`src/opl_ram.sv`:
```
// Generic single-write, single-read RAM with a registered read port.
// No dependencies.
module opl_ram #(
	parameter int WIDTH = 8,
	parameter int DEPTH = 16
) (
	input logic clk,
	input logic we,
	input logic [$clog2(DEPTH)-1:0] waddr,
	input logic [WIDTH-1:0] wdata,
	input logic [$clog2(DEPTH)-1:0] raddr,
	output logic [WIDTH-1:0] rdata
);

	logic [WIDTH-1:0] mem [DEPTH];

	always_ff @(posedge clk) begin
		if (we) begin
			mem[waddr] <= wdata;
		end
		rdata <= mem[raddr];
	end

endmodule

```
`config.mk`:
```
export PLATFORM = sky130hd
export DESIGN_NAME = opl_ram
export DESIGN_NICKNAME = d
export VERILOG_FILES = /design/src/opl_ram.sv
export SDC_FILE = /design/constraint.sdc
export NUM_CORES = 1
export LEC_CHECK = 0
export ABC_AREA = 1
export BUFFER_PORTS_ARGS = -buffer_cell sky130_fd_sc_hd__buf_2
export CAP_MARGIN = 20
export CORE_AREA = 4 4 126 128
export DETAILED_ROUTE_END_ITERATION = 16
export DIE_AREA = 0 0 130 132
export PLACE_DENSITY = 0.56
export SLEW_MARGIN = 30
export SYNTH_ARGS = -nofsm -noshare
export SYNTH_HDL_FRONTEND = slang
export SYNTH_SLANG_ARGS = --single-unit
```
`constraint.sdc`:
```
create_clock -name clk -period 2.8 [get_ports clk]
set_input_delay 0.42 -clock clk [delete_from_list [all_inputs] [get_ports clk]]
set_output_delay 0.42 -clock clk [all_outputs]
set_load 0.05 [all_outputs]
```
Word level (Yosys, flattened, before mapping)
Memory sizes are Yosys's and may differ from the RTL's. A register that Yosys moved wholly into a read port is not among the register bits.
Cells that the tools add are included.
- register bits after elaboration: 0
- bits in writable memories: 128
- memories kept: 1
- bits in latches: 0
- bits of input ports: 18
- logic and storage cells: 3
- bits in read-only memories: 0
- memory list (memory ; words ; width ; rd ports ; clocked after Yosys merged registers in ; write ports ; RTL line ; source):
    mem ; 16 ; 8 ; 1 ; 1 ; 1 ; 15 ; logic [WIDTH-1:0] mem [DEPTH];
- shift operators: 0
- $mul: 0
- bitwise logic cells: 0
- mux-type cells: 2
- reduce and logical (&&, ||, !) cells: 0
- add/sub/neg operators: 0
- equality and inequality tests: 0
- divide/modulo/power cells: 0
- $lt $le $gt $ge: 0
- operators by type and width (kind ; number):
    1-bit two-way mux ; 2

Depth between registers and ports, before layout
Gate-level depths: netlist of run 1.
- depth in word-level cells: 2
- gate-level depth with buffers: 8
- mapped depth without buffers: 7

Worst setup path after synthesis of run 1
OpenSTA, ideal clock, no wires.
- kind: input to register
- from: input waddr[2]
- to: memory mem[10][0], enable pin
- path slack: 1429 ps
- library setup time: 370 ps
- arrival: 1001 ps
- buffers on the path: 0
- cell stages on the path: 2
- cells stage by stage: nand3b_1 > nor2_1
- RTL lines (item ; RTL line ; source):
    from (decl) ; 9 ; input logic [$clog2(DEPTH)-1:0] waddr,
    to (decl) ; 15 ;
Straight into the memory's write port.

==> results of run 1 <==
## sequential cells by signal, summed over array words and instances (netlist names)
signal	flops
rdata	8
mem	128
## cells in the final DEF (no fill, tap or decap), types with 3 or more instances in the layout
master	n
nor2_1	17
buf_2	25
bufinv_16	3
inv_1	100
edfxtp_1	128
dfxtp_1	8
buf_4	4
nand2_1	173
clkbuf_16	17
nand3_1	97
clkinv_2	3
## path summary, 6_finish.rpt
check | slack, ns | from | to | cells past startpoint
setup / recovery | 1.31 | raddr[0] | rdata[1] | 8
hold / removal | 0.39 | raddr[3] | rdata[6] | 3
setup reg to reg | 1.70 | mem[13][3] | rdata[3] | 6
hold reg to reg | 0.65 | mem[2][0] | rdata[0] | 6
## metrics by stage
| step | power (mW) | area (um2) |
|---|---|---|
| after floorplan | 2.54 | 5770 |
| after global placement | 2.64 | 5990 |
| after detailed placement | 2.65 | 5990 |
| after CTS | 4.90 | 6600 |
| after global routing | 5.04 | 6600 |
| final | 4.87 | 6600 |
## critical path, delay by kind of cell
kind | cells | cell delay (ns)
buf+inv | 3 | 0.89
simple gates | 5 | 0.47
## cell type report
type / instances / share of cell area
Clock buffer: 21 / 0.0698
Clock inverter: 11 / 0.0222
Inverter: 102 / 0.0580
Multi-Input combinational cell: 289 / 0.184
Sequential cell: 136 / 0.607
Tap cell: 188 / 0.0357
Timing Repair Buffer: 29 / 0.0235
## metal layers
metal	vias up	share of wire	routed length (um)
met1	1729	0.44	5750
met2	97	0.50	6460
li1	1818	-	-
met5	-	0	0
met4	0	0.0099	128
met3	6	0.048	616
## logic make-up (layout without fill, tap and decap cells)
kind of cell	count (synthesis)	in the layout	share of synthesized area
simple gates	289	289	0.210
flops	136	136	0.694
buf+inv	126	163	0.0952
## power groups by stage
stage | Clock [mW] | Sequential, mW | Combinational, mW
global route | 2.40 | 2.29 | 0.346
global placement | 0 | 2.33 | 0.310
detailed placement | 0 | 2.33 | 0.313
finish | 2.27 | 2.29 | 0.310
CTS | 2.30 | 2.29 | 0.314
floorplan | 0 | 2.38 | 0.161
==> metrics.log, run 1 <==
[metrics] run status: finished clean
[metrics] quantity of hold-fixing buffers added after cts: 0
[metrics] Setup Slack @ Placement: 0.902 ns
[metrics] delay of the slowest cell on the worst path: 0.42 ns
[metrics] # DRC: 0
[metrics] Seq/Total Area, Yosys: 0.694
[metrics] kind of end point of the critical path: register
[metrics] final standard cell utilization of the core: 0.444
[metrics] final-report setup violation count: 0
[metrics] post-synth net total: 569
[metrics] drt pass-1 iters: 5
[metrics] number of gates resized after CTS: 0
[metrics] # IOs: 26
[metrics] detail-routed net length per standard cell: 16.7 um
[metrics] met1 GRT Util: 0.218
[metrics] internal power: 3.80 mW
[metrics] Clock Tree Buf Depth: 2
[metrics] global-route track usage on met2: 0.254
[metrics] Final Cycle Share: 0.534
[metrics] cell accounting for the most synthesized area: edfxtp_1
[metrics] total via count after detailed routing: 3,650
[metrics] effective utilization at floorplan: 0.388
[metrics] highest clock rate: 669 MHz
[metrics] vias in the first global route: 3,618
[metrics] dominant cells by area after synthesis: edfxtp_1 67%, nand2_1 11%, nand3_1 8.4%
[metrics] Worst Setup Slack, final: 1.31 ns
[metrics] Ys Warns: 0
[metrics] dominant cell by count in the synthesized netlist: nand2_1
[metrics] post-synthesis cell area: 0.00577 mm2
[metrics] Skew-Pair Late Insertion Delay: 0.41 ns
[metrics] final setup TNS: 0 ns
[metrics] clock-pin transition on the worst setup and hold timing paths: 0.05 ns
[metrics] drt first-iter violations: 327
[metrics] Max Fanout on Critical Path: 33
[metrics] clock network fraction of total power: 0.466
[metrics] number of distinct library cells after synthesis: 12
[metrics] Critical Path Most Common Cell: nand3_1
[metrics] final std cells w/o fill: 776
[metrics] worst-case vdd ir drop: 425 uV
[metrics] hold slack final: 0.388 ns
[metrics] relative max-transition margin: 0.406
[metrics] post-CTS setup-driven buffer insertion count: 0
[metrics] antenna diode count: 0
[metrics] Arrival @ worst endpoint: 1.79 ns
[metrics] combined area of the multi-input logic cells: 0.00121 mm2
[metrics] slew of the pin with the lowest slew margin: 0.888 ns
[metrics] floorplan die area: 0.0172 mm2
[metrics] list of most frequent post-synthesis cells: 173 x nand2_1, 128 x edfxtp_1, 100 x inv_1
[metrics] largest net degree at the start of global routing: 65
[metrics] detailed-placement wirelength estimate: 8110 um
[metrics] overall global routing resource usage: 0.160
[metrics] classification of the worst setup path: input port to register
[metrics] area taken by flip-flops and latches: 0.00400 mm2
[metrics] routed wire length: 13,000 um
[metrics] maximum level of the CTS H-tree: 4
[metrics] final net count: 593
[metrics] DR vias/cell: 4.70
[metrics] clock root cell: clkbuf_16
[metrics] total core area: 0.0149 mm2
[metrics] leakage component of the power: 2.83 nW
[metrics] initial antenna violation count: 0
[metrics] synthesized area per cell: 10.5 um2
[metrics] TritonCTS sink count: 136
[metrics] most used routing layer: met2
[metrics] Die Ht: 132 um
[metrics] net switching component of the power: 1.07 mW
[metrics] Port Buffer Count: 25
[metrics] time the worst path needs with I/O delays and setup: 1.49 ns
[metrics] number of cells produced by synthesis: 551
[metrics] number of maximum-capacitance violations: 0
[metrics] final hold vios: 0
[metrics] pwr dens: 739 mW/mm2
[metrics] Primary FF master, synth: edfxtp_1
[metrics] area growth from synthesis to layout: 14.4%
[metrics] synthesized flop and latch total: 136
[metrics] first-pass GRT wire length: 20,400 um
[metrics] number of filler cells placed in the layout: 1,406
[metrics] row cnt: 45
[metrics] die width: 130 um
[metrics] proportion of synthesized flip-flops having asynchronous set or reset: 0
[metrics] layout cell share with drive strength beyond 1: 0.104
[metrics] GR Util met3: 0.0377
[metrics] portion of total power attributed to sequential cells: 0.470
[metrics] slowest stage cell on the critical path: inv_2
[metrics] Worst setup SP type: input port
[metrics] TritonCTS clock tree: yes
[metrics] clock buffer count from CTS: 17
[metrics] Inst Count DP: 744
[metrics] final slew viol count: 0
[metrics] number of routed nets with antenna violations: 0
[metrics] required time at the worst-slack endpoint: 3.10 ns
[metrics] last weighted congestion value of the routability-driven placer: 0.752
[metrics] critical path cell sequence: buf_2, inv_2, buf_4, nand2_1, nand3_1, nand3_1, nand3_1, nand2_1
[metrics] RSZ-0062 raised after global routing: no
[metrics] fraction of synthesized cell area taken by the top area cell type: 0.667
[metrics] Setup Skew: 0.0124 ns
[metrics] fraction of power spent switching nets: 0.220
[metrics] class of the tightest hold or removal check: input port to register
[metrics] grt total ovfl: 0
[metrics] Post-synth EDFFs: 128
[metrics] part of the total power dissipated in combinational logic: 0.064
Power figures use the tool's default switching activity.
==> inputs of run 2 (changes only) <==
--- a/config.mk
+++ b/config.mk
@@ -5,12 +5,12 @@
 export SDC_FILE = /design/constraint.sdc
 export NUM_CORES = 1
 export LEC_CHECK = 0
-export ABC_AREA = 1
+export ABC_AREA = 0
 export BUFFER_PORTS_ARGS = -buffer_cell sky130_fd_sc_hd__buf_2
 export CAP_MARGIN = 20
-export CORE_AREA = 4 4 126 128
+export CORE_AREA = 4 4 119 121
 export DETAILED_ROUTE_END_ITERATION = 16
-export DIE_AREA = 0 0 130 132
+export DIE_AREA = 0 0 123 125
 export PLACE_DENSITY = 0.56
 export SLEW_MARGIN = 30
 export SYNTH_ARGS = -nofsm -noshare
==> constraint.sdc (replaced) <==
create_clock -name clk -period 1.4 [get_ports clk]
set_input_delay 0.21 -clock clk [delete_from_list [all_inputs] [get_ports clk]]
set_output_delay 0.21 -clock clk [all_outputs]
set_load 0.05 [all_outputs]
==> metrics.log, run 2 <==
[metrics] quantity of hold-fixing buffers added after cts: 0 (unchanged)
[metrics] classification of the worst setup path: register to register
[metrics] kind of end point of the critical path: register
[metrics] maximum level of the CTS H-tree: 4 (unchanged)
[metrics] floorplan die area: 0.0154 mm2 (-10%)
[metrics] Skew-Pair Late Insertion Delay: 0.41 ns (about the same)
[metrics] largest net degree at the start of global routing: 17 (-74%)
[metrics] final hold vios: 0 (unchanged)
[metrics] dominant cell by count in the synthesized netlist: edfxtp_1
[metrics] Worst Hold Path Cells: 1 (-2)
[metrics] DR vias/cell: 4.97 (+5.7%)
[metrics] total via count after detailed routing: 2,407 (-34%)
[metrics] Ys Warns: 0 (unchanged)
[metrics] # DRC: 0 (unchanged)
[metrics] cell accounting for the most synthesized area: edfxtp_1
[metrics] list of most frequent post-synthesis cells: 128 x edfxtp_1, 18 x mux4_2, 16 x a22oi_1
[metrics] vias in the first global route: 2,506 (-31%)
[metrics] post-CTS setup-driven buffer insertion count: 0 (unchanged)
[metrics] Top Registers: mem (128), rdata (8)
[metrics] total core area: 0.0131 mm2 (-12%)
[metrics] detailed-placement wirelength estimate: 6620 um (-18%)
[metrics] grt total ovfl: 0 (unchanged)
[metrics] detail-routed net length per standard cell: 20.4 um (+22%)
[metrics] time the worst path needs with I/O delays and setup: 1.32 ns
[metrics] highest clock rate: 757 MHz
[metrics] Clock Tree Buf Depth: 2 (unchanged)
[metrics] drt first-iter violations: 185 (-43%)
[metrics] dominant cells by area after synthesis: edfxtp_1 75%, mux4_2 7.9%, mux4_1 7.1%
[metrics] number of maximum-capacitance violations: 0 (unchanged)
[metrics] TritonCTS clock tree: yes
[metrics] flip-flop count of the largest register after layout: 128 (unchanged)
[metrics] RSZ-0062 raised after global routing: no
[metrics] synthesized flop and latch total: 136 (unchanged)
[metrics] last weighted congestion value of the routability-driven placer: 0.707 (-6.0%)
[metrics] top library cells by usage in the layout, fill and taps aside: 128 x edfxtp_1, 28 x buf_4, 25 x buf_2
[metrics] area of all placed cells without fillers: 0.00637 mm2 (-3.5%)
[metrics] die width: 123 um (-5.4%)
[metrics] Worst Setup Slack, final: 0.0799 ns (-1.23 ns)
[metrics] Worst R2R Setup Slack: 0.08 ns (-1.62 ns)
[metrics] fraction of synthesized cell area taken by the top area cell type: 0.747 (+0.0802)
[metrics] post-synthesis cell area: 0.00515 mm2 (-11%)
[metrics] worst-case vdd ir drop: 965 uV (+130%)
[metrics] number of routed nets with antenna violations: 0 (unchanged)
[metrics] synthesized area per cell: 22.5 um2 (+110%)
[metrics] initial antenna violation count: 0 (unchanged)
[metrics] relative max-transition margin: 0.447 (+0.0409)
[metrics] Seq/Total Area, Yosys: 0.778 (+0.0835)
[metrics] pwr dens: 1530 mW/mm2 (+110%)
[metrics] final slew viol count: 0 (unchanged)
[metrics] post-synth net total: 247 (-57%)
[metrics] run status: finished clean
[metrics] drt pass-1 iters: 4 (-1)
[metrics] Arrival @ worst endpoint: 1.61 ns (-0.18 ns)
[metrics] # IOs: 26 (unchanged)
[metrics] clock-pin transition on the worst setup and hold timing paths: 0.06 ns (about the same)
[metrics] overall global routing resource usage: 0.139 (-0.0210)
[metrics] Die Ht: 125 um (-5.3%)
[metrics] leading cell type in the layout, fill and taps excluded: edfxtp_1
[metrics] Max Fanout on Critical Path: 1 (-97%)
[metrics] delay of the slowest cell on the worst path: 0.53 ns (+0.11 ns)
[metrics] proportion of synthesized flip-flops having asynchronous set or reset: 0 (unchanged)
[metrics] class of the tightest hold or removal check: input port to register
[metrics] Placed Area: 0.00571 mm2 (-4.7%)
[metrics] final standard cell utilization of the core: 0.487 (+0.0429)
[metrics] routed wire length: 9870 um (-24%)
[metrics] Worst setup SP type: register
[metrics] Post-synth EDFFs: 128 (unchanged)
[metrics] Setup Slack @ Placement: -0.272 ns (-1.17 ns)
[metrics] row cnt: 42 (-6.7%)
[metrics] final net count: 313 (-47%)
[metrics] required time at the worst-slack endpoint: 1.69 ns (-1.41 ns)
[metrics] TritonCTS sink count: 136 (unchanged)
[metrics] number of distinct library cells after synthesis: 19 (+7)
[metrics] first-pass GRT wire length: 15,200 um (-25%)
[metrics] final-report setup violation count: 0 (unchanged)
[metrics] clock buffer count from CTS: 17 (unchanged)
[metrics] antenna diode count: 0 (unchanged)
[metrics] critical path cell sequence: mux4_1, a22oi_2, nand2_1
[metrics] clock root cell: clkbuf_16
[metrics] slowest stage cell on the critical path: mux4_1
[metrics] layout cell share with drive strength beyond 1: 0.373 (+0.270)
[metrics] number of cells produced by synthesis: 229 (-58%)
[metrics] slew of the pin with the lowest slew margin: 0.828 ns (-0.0598 ns)
[metrics] cell depth of the worst flop-to-flop path: 3 (-3)
[metrics] Final Cycle Share: 0.943
[metrics] area growth from synthesis to layout: 23.7%
[metrics] Primary FF master, synth: edfxtp_1
[metrics] leakage component of the power: 2.19 nW (-23%)
[metrics] most flop-heavy register: mem
[metrics] Port Buffer Count: 25 (unchanged)
[metrics] effective utilization at floorplan: 0.393 (+0.00542)
[metrics] Setup Skew: 0.00477 ns (-0.00764 ns)
## run 2: report_power, final
part	switching (mW)	leakage, nW	internal (mW)	total, mW
Clock	1.57	0.302	3.07	4.64
Sequential	0.0260	1.22	4.55	4.58
Combinational	0.341	0.660	0.214	0.555
Total	1.94	2.19	7.83	9.77
## run 2: worst max-delay path: cells and delay by family, from the launching register on
kind,cells,cell delay (ns)
simple gates,1,0.08
flops,1,0.37
mux,1,0.53
compound gates,1,0.22
## run 2: kinds of logic (layout without fill, tap and decap cells)
logic type             after synthesis  after routing  share of synthesized area
DFF                                136            136                      0.778
and+or+nand+nor                     35             35                     0.0318
muxes                               32             32                      0.150
AOI/OAI and AO/OA                   16             16                     0.0233
buffers and inverters               10             89                     0.0168
## run 2: path summary, 6_finish.rpt
kind,end,startpoint
setup / recovery,rdata[0],mem[1][0]
hold / removal,mem[13][7],wdata[7]
setup reg to reg,rdata[0],mem[1][0]
hold reg to reg,rdata[3],mem[14][3]
## run 2: stage by stage
step | std cells | hold slack (ns) | power [mW] | setup TNS [ns]
floorplan | 229 | 0.309 | 4.98 | -2.30
global placement | 452 | 0.597 | 5.21 | -3.96
detailed placement | 452 | 0.610 | 5.22 | -4.98
CTS | 484 | 0.179 | 9.85 | 0
global route | 484 | 0.191 | 10.1 | 0
finish | 484 | 0.187 | 9.77 | 0
## run 2: cell type report
| class | instances | area, um2 |
|---|---|---|
| Tap cell | 176 | 220 |
| Clock buffer | 20 | 457 |
| Fill cell | 1081 | 6720 |
| Clock inverter | 12 | 175 |
| Multi-Input combinational cell | 83 | 1100 |
| Timing Repair Buffer | 57 | 415 |
| Sequential cell | 136 | 4000 |
## run 2: timing repair
item | in CTS | in global routing
setup endpoints to repair | 1 | 5
resized for setup | 1 | 4
pin swaps | 0 | 2
## run 2: layer usage
metal,vias up,global-route usage,routed length [um]
met2,54,0.209,4710
met3,10,0.0357,363
li1,1109,-,-
met5,-,0,0
met1,1234,0.195,4700
met4,0,0.0567,96
